File: src/rtl/plc_pkg.sv
// ----------------------------------------------------------------------------
// plc_pkg: shared definitions for the piecewise linear calibration block
// Widths, register indexes, queue depths and the entry types that travel
// between the classify front end, the queues and the divide back end.
// ----------------------------------------------------------------------------
package plc_pkg;

  // Default module parameters
  localparam int MAX_SEGMENTS_DEF  = 7;
  localparam int FRACTION_BITS_DEF = 4;

  // Field widths
  localparam int VAL_W  = 16;  // signed Q11.4 value
  localparam int PIX_W  = 8;   // pixel byte
  localparam int CFG_W  = 48;  // widest register
  localparam int CNT_W  = 3;   // segment_count
  localparam int NUM_W  = 27;  // signed numerator of the segment formula
  localparam int ADR_W  = 16;  // magnitude of the segment width
  localparam int REM_W  = 24;  // divider remainder, numerator below 256 * width

  // Register map
  localparam int SEG_REGS  = 7;
  localparam int CFG_IDX_W = 3;
  localparam logic [CFG_IDX_W-1:0] REG_SEGMENT_COUNT = 3'd0;
  localparam logic [CFG_IDX_W-1:0] REG_SEGMENT_0     = 3'd1;

  // Queue depths
  localparam int MID_DEPTH = 8;
  localparam int OUT_DEPTH = 16;

  // One calibration segment, same packing as the register
  typedef struct packed {
    logic        [PIX_W-1:0] minpx;
    logic        [PIX_W-1:0] maxpx;
    logic signed [VAL_W-1:0] minval;
    logic signed [VAL_W-1:0] maxval;
  } seg_t;

  // Classified item handed from the front end to the back end
  typedef struct packed {
    logic                    is_div;  // pixel still needs num / adr
    logic        [PIX_W-1:0] pixel;   // final pixel when not dividing
    logic                    clip;
    logic signed [NUM_W-1:0] num;
    logic        [ADR_W-1:0] adr;
  } mid_t;

  // One result item
  typedef struct packed {
    logic [PIX_W-1:0] pixel;
    logic             clip;
  } res_t;

endpackage

File: src/rtl/plc_fifo.sv
// ----------------------------------------------------------------------------
// plc_fifo: small show-ahead queue
// Register array with read and write pointers and an occupancy count; the
// head entry is visible on rdata while empty is low.
// ----------------------------------------------------------------------------
module plc_fifo #(
  parameter int WIDTH = 8,
  parameter int DEPTH = 8
) (
  input  logic                       clk,
  input  logic                       rst,
  input  logic                       push,
  input  logic [WIDTH-1:0]           wdata,
  input  logic                       pop,
  output logic [WIDTH-1:0]           rdata,
  output logic                       empty,
  output logic [$clog2(DEPTH+1)-1:0] count
);

  localparam int PTR_W = (DEPTH > 1) ? $clog2(DEPTH) : 1;
  localparam int CNT_W = $clog2(DEPTH + 1);
  localparam logic [PTR_W-1:0] LAST = PTR_W'(DEPTH - 1);
  localparam logic [CNT_W-1:0] FULL_CNT = CNT_W'(DEPTH);

  logic [WIDTH-1:0] mem [DEPTH];
  logic [PTR_W-1:0] wptr;
  logic [PTR_W-1:0] rptr;
  logic             do_push;
  logic             do_pop;

  assign do_push = push && (count != FULL_CNT);
  assign do_pop  = pop && (count != '0);
  assign empty   = (count == '0);
  assign rdata   = mem[rptr];

  // Storage
  always_ff @(posedge clk) begin
    if (do_push) begin
      mem[wptr] <= wdata;
    end
  end

  // Pointers and count
  always_ff @(posedge clk) begin
    if (rst) begin
      wptr  <= '0;
      rptr  <= '0;
      count <= '0;
    end else begin
      if (do_push) begin
        wptr <= (wptr == LAST) ? '0 : wptr + 1'b1;
      end
      if (do_pop) begin
        rptr <= (rptr == LAST) ? '0 : rptr + 1'b1;
      end
      case ({do_push, do_pop})
        2'b10:   count <= count + 1'b1;
        2'b01:   count <= count - 1'b1;
        default: count <= count;
      endcase
    end
  end

endmodule

File: src/rtl/plc_front.sv
// ----------------------------------------------------------------------------
// plc_front: segment select and classify
// Three register stages: pick the segment, form width/offset/slope terms,
// multiply. The sum of the products is written into the middle queue along
// with the pixel for items that need no division.
// ----------------------------------------------------------------------------
module plc_front #(
  parameter int MAX_SEGMENTS  = plc_pkg::MAX_SEGMENTS_DEF,
  parameter int FRACTION_BITS = plc_pkg::FRACTION_BITS_DEF
) (
  input  logic                                clk,
  input  logic                                rst,
  input  logic                                in_fire,
  input  logic signed [plc_pkg::VAL_W-1:0]    grid_value,
  input  logic                                value_missing,
  input  logic        [plc_pkg::CNT_W-1:0]    segment_count,
  input  plc_pkg::seg_t                       segs [MAX_SEGMENTS],
  output logic                                mid_push,
  output plc_pkg::mid_t                       mid_entry,
  output logic        [1:0]                   inflight
);

  localparam int VAL_W = plc_pkg::VAL_W;
  localparam int PIX_W = plc_pkg::PIX_W;
  localparam int CNT_W = plc_pkg::CNT_W;
  localparam int ADR_W = plc_pkg::ADR_W;
  localparam int NUM_W = plc_pkg::NUM_W;
  localparam int SEL_W = (MAX_SEGMENTS > 1) ? $clog2(MAX_SEGMENTS) : 1;
  localparam int P1_W  = PIX_W + ADR_W;          // minpx * |width|
  localparam int P2_W  = (VAL_W + 1) + (PIX_W + 1); // offset * slope
  localparam logic [CNT_W-1:0] MAX_CNT = CNT_W'(MAX_SEGMENTS);
  localparam logic [VAL_W-1:0] FRAC_MASK =
    VAL_W'((32'd1 << FRACTION_BITS) - 32'd1);

  // ---------------- stage A: segment select ----------------
  logic [CNT_W-1:0] cnt;
  logic [CNT_W-1:0] sel;

  logic                    a_valid;
  logic signed [VAL_W-1:0] a_v;
  logic                    a_missing;
  logic                    a_none;
  logic [SEL_W-1:0]        a_sel;

  assign cnt = (segment_count > MAX_CNT) ? MAX_CNT : segment_count;

  // first segment in use whose upper value is not below the input,
  // falling back to the last segment in use
  always_comb begin
    sel = (cnt == '0) ? '0 : cnt - 1'b1;
    for (int k = MAX_SEGMENTS - 2; k >= 0; k--) begin
      if ((CNT_W'(k) + 1'b1 < cnt) && (grid_value <= segs[k].maxval)) begin
        sel = CNT_W'(k);
      end
    end
  end

  always_ff @(posedge clk) begin
    a_v       <= grid_value;
    a_missing <= value_missing;
    a_none    <= (cnt == '0);
    a_sel     <= sel[SEL_W-1:0];
    if (rst) begin
      a_valid <= 1'b0;
    end else begin
      a_valid <= in_fire;
    end
  end

  // ---------------- stage B: segment terms ----------------
  plc_pkg::seg_t           seg;
  logic signed [VAL_W:0]   dr;
  logic signed [VAL_W:0]   dr_abs;
  logic signed [VAL_W:0]   diff;
  logic signed [PIX_W:0]   dpx;
  logic signed [PIX_W:0]   dpx_adj;
  logic signed [VAL_W-1:0] trunc;
  logic                    trunc_up;
  logic        [PIX_W-1:0] dir_pixel;
  logic                    dir_clip;
  logic                    is_div;

  logic                    b_valid;
  logic                    b_div;
  logic        [PIX_W-1:0] b_pixel;
  logic                    b_clip;
  logic        [ADR_W-1:0] b_adr;
  logic        [PIX_W-1:0] b_minpx;
  logic signed [VAL_W:0]   b_diff;
  logic signed [PIX_W:0]   b_dpx;

  assign seg    = segs[a_sel];
  assign dr     = {seg.maxval[VAL_W-1], seg.maxval} - {seg.minval[VAL_W-1], seg.minval};
  assign dr_abs = dr[VAL_W] ? -dr : dr;
  assign diff   = {a_v[VAL_W-1], a_v} - {seg.minval[VAL_W-1], seg.minval};
  assign dpx    = $signed({1'b0, seg.maxpx}) - $signed({1'b0, seg.minpx});
  // a negative width flips the sign of the whole fraction; fold it into
  // the slope so the divisor stays positive
  assign dpx_adj = dr[VAL_W] ? -dpx : dpx;

  // truncation toward zero with no segments in use
  assign trunc_up = a_v[VAL_W-1] && ((a_v & FRAC_MASK) != '0);
  assign trunc    = (a_v >>> FRACTION_BITS) + $signed({{(VAL_W-1){1'b0}}, trunc_up});

  // items whose pixel is known without division
  always_comb begin
    dir_pixel = '0;
    dir_clip  = 1'b0;
    is_div    = 1'b0;
    if (a_missing) begin
      dir_pixel = '0;
    end else if (a_none) begin
      if (trunc < 0) begin
        dir_clip = 1'b1;
      end else if (trunc > $signed(VAL_W'(255))) begin
        dir_pixel = '1;
        dir_clip  = 1'b1;
      end else begin
        dir_pixel = trunc[PIX_W-1:0];
      end
    end else if (dr == '0) begin
      dir_pixel = seg.minpx;
    end else begin
      is_div = 1'b1;
    end
  end

  always_ff @(posedge clk) begin
    b_div   <= is_div;
    b_pixel <= dir_pixel;
    b_clip  <= dir_clip;
    b_adr   <= dr_abs[ADR_W-1:0];
    b_minpx <= seg.minpx;
    b_diff  <= diff;
    b_dpx   <= dpx_adj;
    if (rst) begin
      b_valid <= 1'b0;
    end else begin
      b_valid <= a_valid;
    end
  end

  // ---------------- stage C: products ----------------
  logic        [P1_W-1:0] p1;
  logic signed [P2_W-1:0] p2;

  logic                    c_valid;
  logic                    c_div;
  logic        [PIX_W-1:0] c_pixel;
  logic                    c_clip;
  logic        [ADR_W-1:0] c_adr;
  logic        [P1_W-1:0]  c_p1;
  logic signed [P2_W-1:0]  c_p2;

  assign p1 = b_minpx * b_adr;
  assign p2 = b_diff * b_dpx;

  always_ff @(posedge clk) begin
    c_div   <= b_div;
    c_pixel <= b_pixel;
    c_clip  <= b_clip;
    c_adr   <= b_adr;
    c_p1    <= p1;
    c_p2    <= p2;
    if (rst) begin
      c_valid <= 1'b0;
    end else begin
      c_valid <= b_valid;
    end
  end

  // ---------------- queue write: numerator ----------------
  always_comb begin
    mid_entry.is_div = c_div;
    mid_entry.pixel  = c_pixel;
    mid_entry.clip   = c_clip;
    mid_entry.adr    = c_adr;
    mid_entry.num    = $signed({{(NUM_W-P1_W){1'b0}}, c_p1})
                     + $signed({{(NUM_W-P2_W){c_p2[P2_W-1]}}, c_p2});
  end

  assign mid_push = c_valid;
  assign inflight = {1'b0, a_valid} + {1'b0, b_valid} + {1'b0, c_valid};

endmodule

File: src/rtl/plc_back.sv
// ----------------------------------------------------------------------------
// plc_back: range check and pipelined divide
// Takes classified items from the middle queue while the result queue has
// room for everything in flight, sorts out saturated results, then runs an
// eight-stage restoring divider, one quotient bit per stage.
// ----------------------------------------------------------------------------
module plc_back (
  input  logic                                    clk,
  input  logic                                    rst,
  input  plc_pkg::mid_t                           head,
  input  logic                                    mid_empty,
  output logic                                    mid_pop,
  input  logic [$clog2(plc_pkg::OUT_DEPTH+1)-1:0] out_count,
  output logic                                    out_push,
  output plc_pkg::res_t                           out_res
);

  localparam int PIX_W  = plc_pkg::PIX_W;
  localparam int ADR_W  = plc_pkg::ADR_W;
  localparam int NUM_W  = plc_pkg::NUM_W;
  localparam int REM_W  = plc_pkg::REM_W;
  localparam int STEPS  = PIX_W;
  localparam int STAGES = STEPS + 1;
  localparam int FL_W   = $clog2(STAGES + 1);
  localparam int OC_W   = $clog2(plc_pkg::OUT_DEPTH + 1);
  localparam int SUM_W  = ((FL_W > OC_W) ? FL_W : OC_W) + 1;

  typedef struct packed {
    logic             valid;
    logic             div;
    logic [PIX_W-1:0] pixel;
    logic             clip;
    logic [REM_W-1:0] rem;
    logic [ADR_W-1:0] adr;
    logic [PIX_W-1:0] q;
  } bk_t;

  bk_t             st [STAGES];
  bk_t             cls;
  logic [FL_W-1:0] inflight;
  logic signed [NUM_W-1:0] neg_sum;

  // items in flight across the divider
  always_comb begin
    inflight = '0;
    for (int s = 0; s < STAGES; s++) begin
      inflight = inflight + FL_W'(st[s].valid);
    end
  end

  // take a new item only when the result queue can absorb it
  assign mid_pop = !mid_empty &&
                   ((SUM_W'(inflight) + SUM_W'(out_count)) < SUM_W'(plc_pkg::OUT_DEPTH));

  // range check: quotient below zero, at or above 256, or a plain divide
  assign neg_sum = head.num + $signed({{(NUM_W-ADR_W){1'b0}}, head.adr});

  always_comb begin
    cls.valid = mid_pop;
    cls.div   = 1'b0;
    cls.pixel = head.pixel;
    cls.clip  = head.clip;
    cls.rem   = head.num[REM_W-1:0];
    cls.adr   = head.adr;
    cls.q     = '0;
    if (head.is_div) begin
      if (head.num < 0) begin
        // truncation toward zero: a small negative fraction still gives zero
        cls.pixel = '0;
        cls.clip  = (neg_sum <= 0);
      end else if ($unsigned(head.num) >= NUM_W'({head.adr, {PIX_W{1'b0}}})) begin
        cls.pixel = '1;
        cls.clip  = 1'b1;
      end else begin
        cls.div   = 1'b1;
        cls.clip  = 1'b0;
      end
    end
  end

  always_ff @(posedge clk) begin
    if (rst) begin
      st[0].valid <= 1'b0;
    end else begin
      st[0] <= cls;
    end
  end

  // one restoring step per stage, quotient MSB first
  for (genvar s = 1; s < STAGES; s++) begin : g_step
    localparam int BIT = STEPS - s;
    logic [REM_W-1:0] trial;
    bk_t              nxt;

    assign trial = REM_W'(st[s-1].adr) << BIT;

    always_comb begin
      nxt = st[s-1];
      if (st[s-1].div && (st[s-1].rem >= trial)) begin
        nxt.rem    = st[s-1].rem - trial;
        nxt.q[BIT] = 1'b1;
      end
    end

    always_ff @(posedge clk) begin
      if (rst) begin
        st[s].valid <= 1'b0;
      end else begin
        st[s] <= nxt;
      end
    end
  end

  // result
  assign out_push      = st[STAGES-1].valid;
  assign out_res.pixel = st[STAGES-1].div ? st[STAGES-1].q : st[STAGES-1].pixel;
  assign out_res.clip  = st[STAGES-1].clip;

endmodule

File: src/rtl/piecewise_linear_calibration.sv
// ----------------------------------------------------------------------------
// piecewise_linear_calibration: grid value to pixel byte through a table of
// linear segments
//
//   channel   transfer when          payload
//   --------  ---------------------  ---------------------------------
//   input     push  && !full         grid_value, value_missing
//   result    pop   && !empty        pixel, clipped
//   config    cfg_we                 cfg_index, cfg_data
//
// One item per cycle sustained while full is low and the result queue drains. On
// its way to the ports an input passes three front stages, the middle queue, a
// range check and an eight-stage divider producing one quotient bit per stage.
// Reset clears the configuration registers and both queues at once.
// full rises when the front stages plus the middle queue hold 8 items; the
// divider stops taking items when the result queue could not absorb them.
// ----------------------------------------------------------------------------
module piecewise_linear_calibration #(
  parameter int MAX_SEGMENTS  = plc_pkg::MAX_SEGMENTS_DEF,
  parameter int FRACTION_BITS = plc_pkg::FRACTION_BITS_DEF
) (
  input  logic                                clk,
  input  logic                                rst,
  // input channel
  input  logic                                push,
  output logic                                full,
  input  logic signed [plc_pkg::VAL_W-1:0]    grid_value,
  input  logic                                value_missing,
  // result channel
  output logic                                empty,
  input  logic                                pop,
  output logic        [plc_pkg::PIX_W-1:0]    pixel,
  output logic                                clipped,
  // configuration
  input  logic                                cfg_we,
  input  logic        [plc_pkg::CFG_IDX_W-1:0] cfg_index,
  input  logic        [plc_pkg::CFG_W-1:0]    cfg_data
);

  localparam int MID_CW = $clog2(plc_pkg::MID_DEPTH + 1);
  localparam int OUT_CW = $clog2(plc_pkg::OUT_DEPTH + 1);
  localparam int MID_W  = $bits(plc_pkg::mid_t);
  localparam int RES_W  = $bits(plc_pkg::res_t);

  // ---------------- configuration registers ----------------
  logic [plc_pkg::CNT_W-1:0] segment_count;
  plc_pkg::seg_t             segs [MAX_SEGMENTS];

  always_ff @(posedge clk) begin
    if (rst) begin
      segment_count <= '0;
      for (int k = 0; k < MAX_SEGMENTS; k++) begin
        segs[k] <= '0;
      end
    end else if (cfg_we) begin
      if (cfg_index == plc_pkg::REG_SEGMENT_COUNT) begin
        segment_count <= cfg_data[plc_pkg::CNT_W-1:0];
      end
      // segments beyond the table size are never used and not stored
      for (int k = 0; k < MAX_SEGMENTS; k++) begin
        if (cfg_index == plc_pkg::REG_SEGMENT_0 + plc_pkg::CFG_IDX_W'(k)) begin
          segs[k] <= plc_pkg::seg_t'(cfg_data);
        end
      end
    end
  end

  // ---------------- front end ----------------
  logic                in_fire;
  logic                mid_push;
  plc_pkg::mid_t       mid_entry;
  logic [1:0]          front_inflight;
  logic [MID_CW-1:0]   mid_count;

  // credit check: room in the middle queue for every item in the front
  assign full    = ((MID_CW + 1)'(front_inflight) + (MID_CW + 1)'(mid_count))
                   >= (MID_CW + 1)'(plc_pkg::MID_DEPTH);
  assign in_fire = push && !full;

  plc_front #(
    .MAX_SEGMENTS  (MAX_SEGMENTS),
    .FRACTION_BITS (FRACTION_BITS)
  ) u_front (
    .clk           (clk),
    .rst           (rst),
    .in_fire       (in_fire),
    .grid_value    (grid_value),
    .value_missing (value_missing),
    .segment_count (segment_count),
    .segs          (segs),
    .mid_push      (mid_push),
    .mid_entry     (mid_entry),
    .inflight      (front_inflight)
  );

  // ---------------- middle queue ----------------
  logic [MID_W-1:0] mid_rdata;
  logic             mid_empty;
  logic             mid_pop;

  plc_fifo #(
    .WIDTH (MID_W),
    .DEPTH (plc_pkg::MID_DEPTH)
  ) u_mid_q (
    .clk   (clk),
    .rst   (rst),
    .push  (mid_push),
    .wdata (mid_entry),
    .pop   (mid_pop),
    .rdata (mid_rdata),
    .empty (mid_empty),
    .count (mid_count)
  );

  // ---------------- back end ----------------
  logic              out_push;
  plc_pkg::res_t     out_res;
  logic [OUT_CW-1:0] out_count;

  plc_back u_back (
    .clk       (clk),
    .rst       (rst),
    .head      (plc_pkg::mid_t'(mid_rdata)),
    .mid_empty (mid_empty),
    .mid_pop   (mid_pop),
    .out_count (out_count),
    .out_push  (out_push),
    .out_res   (out_res)
  );

  // ---------------- result queue ----------------
  logic [RES_W-1:0] out_rdata;
  plc_pkg::res_t    head_res;

  plc_fifo #(
    .WIDTH (RES_W),
    .DEPTH (plc_pkg::OUT_DEPTH)
  ) u_out_q (
    .clk   (clk),
    .rst   (rst),
    .push  (out_push),
    .wdata (out_res),
    .pop   (pop),
    .rdata (out_rdata),
    .empty (empty),
    .count (out_count)
  );

  assign head_res = plc_pkg::res_t'(out_rdata);
  assign pixel    = head_res.pixel;
  assign clipped  = head_res.clip;

endmodule

File: config.mk
export PLATFORM = sky130hd
export DESIGN_NAME = piecewise_linear_calibration
export DESIGN_NICKNAME = d
export VERILOG_FILES = /design/src/rtl/plc_pkg.sv /design/src/rtl/plc_fifo.sv /design/src/rtl/plc_front.sv /design/src/rtl/plc_back.sv /design/src/rtl/piecewise_linear_calibration.sv
export SDC_FILE = /design/constraint.sdc
export NUM_CORES = 2
export LEC_CHECK = 0
export BUFFER_PORTS_ARGS = -buffer_cell sky130_fd_sc_hd__buf_2
export CORE_UTILIZATION = 45
export DETAILED_ROUTE_END_ITERATION = 12
export PLACE_DENSITY = 0.56
export SETUP_SLACK_MARGIN = 0.05
export SYNTH_ARGS = -nofsm -noshare
export SYNTH_HDL_FRONTEND = slang
export SYNTH_HIERARCHICAL = 1
export SYNTH_SLANG_ARGS = --single-unit
File: constraint.sdc
create_clock -name clk -period 19.8 [get_ports clk]
set_clock_uncertainty 0.15 [all_clocks]
set_input_delay 5.94 -clock clk [delete_from_list [all_inputs] [get_ports clk]]
set_output_delay 5.94 -clock clk [all_outputs]
set_load 0.03 [all_outputs]
==> flow_summary.toml <==
[run_status]
status = "finished, final reports clean"

[setup_path]
r2r_slack_ps = 13160
regToRegEndpoint = "u_front/c_p2[24]$_DFF_P_"
critPathSlowestCell = "buf_4"
required_ps = 20040
rr_startpoint = "u_front/b_dpx[0]$_DFF_P_"
worstPathArrival_ps = 9550
cpMostUsedCell = "buf_4"
end_kind = "register"
crit_chain = "buf_8 > inv_8 > buf_4 > buf_12 > buf_4"
reg2regPathDepth = 17
worstPathMaxFanout = 186
startpoint_type = "primary input"
max_stage_delay_ps = 830
crit_type = "in -> reg"

[global_route]
grt_usage_pct = 21.78
grtUsageMet2_pct = 36.63
overflow = 0
grt_max_degree = 187
grt-busiest-layer = "met2"
antenna_found_initial = 20
grtUsageMet1_pct = 28.35
grt_use_met3_pct = 3.552
grt_pass1_vias = 52170
grt_pass1_wl_mm = 303.9

[min_path]
hold_class = "reg -> reg"
hold_path_end = "u_front/c_pixel[0]$_DFF_P_"
hold_depth = 0
min_from = "u_front/b_pixel[0]$_SDFF_PP0_"

[timing]
worstMarginPinSlew_ps = 1221
period_share_pct = 47.04
setup_violations = 0
holdWs_ps = 154.3
setup_tns_ps = 0
finalCriticalPeriod_ps = 9315
final_hold_viol_count = 0
worst_slack_ps = 10490
timing.fmax_ghz = 0.1074
rsz0062_at_grt = "no"
report.final.slew_viol_count = 0
maxSlewHeadroom_pct = 17.75

[clocking]
htreeDepth = 4
cts.clk_slew.worst_paths_ps = 60
cts_inserted_buffers = 167
cts.hold.buffers_added = 0
cts_setup_buffers = 0
cts_tree = "yes"
cts_resized = 0
worstSkewPairLatency_ps = 830
root_buffer = "clkbuf_16"
cts.sinks = 1552
cts_max_path_buffers = 3

[pwr]
ir_worst_vdd_uv = 195.5
cellLeakagePower_nw = 33.27
power_density_mw_per_mm2 = 113.4

[die]
fp.coreArea_mm2 = 0.1767
core.rowCount = 154
die_x_um = 424.6
dieHeight_um = 424.6
die-area_mm2 = 0.1803
start_util_pct = 45.49
ios = 84

[detailed_routing]
ant_nets = 0
drt-total-wl_mm = 194.7
via_count = 51610
drt-pass1-iter-count = 5
post_drt_via_cell_ratio = 5.497
drt_iter0_markers = 3691
drc = 0
wl_per_cell_um = 20.73

[place]
placed_area_mm2 = 0.08288
hpwl_mm = 130.3
port-buffer-count = 83
dpl_worst_slack_ps = 9623
place_congestion = 0.8750

[yosys]
ys_ff_latch = 1552
synth_async_sr_flop_share_pct = 0
avgSynthCellArea_um2 = 11.70
synth-main-ff-cell = "edfxtp_1"
seq_area_frac_synth_pct = 51.29
synth_edf_count = 1014
synth_cells = 6869
ys_types = 116
syn_nets = 7619
yosys_warnings = 6
synthesis.area_mm2 = 0.08037

[final_layout]
nets = 7650
final_layout_size_suffix_gt1_share_pct = 11.22
fin_area_mm2 = 0.08850
area_delta_synth_final_pct = 10.11

[job]
maxCapViolations = 0
==> worst max path at each step <==
stage / endpoint / start / cells past startpoint / slack, ps
finish: u_back/st[2][57]$_DFFE_PN_ / rst / 5 / 10490
global route: u_back/st[2][17]$_DFFE_PN_ / rst / 5 / 10160
CTS: u_back/st[2][19]$_DFFE_PN_ / rst / 5 / 10470
detailed placement: u_back/st[2][40]$_DFFE_PN_ / rst / 5 / 9620
global placement: u_back/st[3][23]$_DFFE_PN_ / rst / 5 / 9720
floorplan: u_back/st[0][58]$_SDFF_PP0_ / rst / 3 / 4140
==> sequential cells by signal (all words and copies together) (netlist names), 5 cells and up, named ones only <==
register	flops
u_front/c_p2	26
u_front/c_adr	16
u_front/a_v	16
u_front/b_diff	17
u_out_q/count	5
segs	336
u_front/c_pixel	8
u_out_q/mem	144
u_back/st	455
u_front/c_p1	24
u_front/b_dpx	9
u_front/b_minpx	8
u_front/b_pixel	8
u_front/b_adr	16
u_mid_q/mem	424
==> layout make-up <==
cell class                      count  area, um2
Clock buffer                      222       4557
Sequential cell                  1552      41240
Tap cell                         2340       2928
Antenna cell                        8      20.02
Fill cell                       15580      88200
Timing Repair Buffer              136      848.3
Multi-Input combinational cell   4527      35910
Inverter                          516       1949
Clock inverter                     88       1037
==> synthesized netlist by cell type (19+ instances only) <==
cell	count	area [um2]
nor2_1	278	1044
mux2i_1	63	630.6
nor2b_1	54	337.8
o21ai_2	19	166.4
a211oi_1	31	232.7
xnor2_1	149	1305
and3_1	21	131.4
edfxtp_1	1014	30450
o31ai_1	27	202.7
nand2b_1	39	244.0
ha_1	448	5605
fa_1	229	4584
nor3_1	77	385.4
buf_2	57	285.3
mux2_2	67	754.5
dfxtp_1	538	10770
nand4_1	45	281.5
inv_1	514	1929
o21a_1	55	412.9
a31oi_1	33	206.5
buf_1	19	71.32
o211ai_1	52	390.4
mux4_2	178	4009
buf_6	26	292.8
a21o_1	101	758.2
a21oi_1	576	2883
a22oi_1	20	150.1
clkbuf_1	146	548.0
nand2_1	1039	3900
mux2_4	40	600.6
nand3_1	64	320.3
o21ai_0	187	935.9
or3_1	29	181.4
and2_1	175	1095
nor4_1	26	162.7
xor2_1	86	753.2
==> cells in the final DEF (no fill, tap or decap), drive strengths merged, types with 20 or more instances in the layout <==
cell type / count
a211oi: 33
a21o: 102
a21oi: 579
a22oi: 20
a31oi: 34
and2: 176
and3: 25
buf: 136
clkbuf: 222
clkinv: 65
dfxtp: 538
edfxtp: 1014
fa: 229
ha: 448
inv: 519
mux2: 108
mux2i: 63
mux4: 192
nand2: 1041
nand2b: 39
nand3: 64
nand4: 46
nor2: 279
nor2b: 54
nor3: 77
nor4: 26
o211ai: 53
o21a: 56
o21ai: 219
o31ai: 27
or3: 35
xnor2: 149
xor2: 86
==> power breakdown <==
group	total [mW]	switching, mW	internal [mW]	leakage (nW)
clock	3.13	1.33	1.80	2.69
sequential	4.06	0.234	3.82	13.9
combinational	2.85	1.64	1.22	16.7
total	10.0	3.20	6.84	33.3
==> stage by stage <==
| stage | util (%) | total power [mW] | instances |
|---|---|---|---|
| after CTS | 50.07 | 10.19 | 9381 |
| after detailed placement | 46.91 | 7.020 | 9071 |
| after floorplan | - | 6.196 | 6869 |
| final | 50.09 | 10.04 | 9389 |
| after global routing | 50.08 | 10.69 | 9388 |
| after global placement | 46.91 | 6.986 | 9071 |
==> critical path: cells and delay by family <==
| kind | cells | cell delay [ps] |
|---|---|---|
| buffers and inverters | 5 | 3280 |
==> routing by layer <==
metal / wire length [um] / up-vias
met3: 9063 / 305
met2: 95010 / 1002
met1: 84530 / 25680
met4: 5996 / 10
li1: - / 24620
met5: 62 / -
==> cell families after synthesis <==
family                   synth area share, %
buffers and inverters                  4.236
AND/OR/NAND/NOR                        11.38
multiplexers                           7.930
flip-flops                             51.29
XOR/XNOR                               2.561
AO/OA/AOI/OAI                          9.934
adder cells (fa/ha/maj)                12.68
Power figures use the tool's default switching activity.
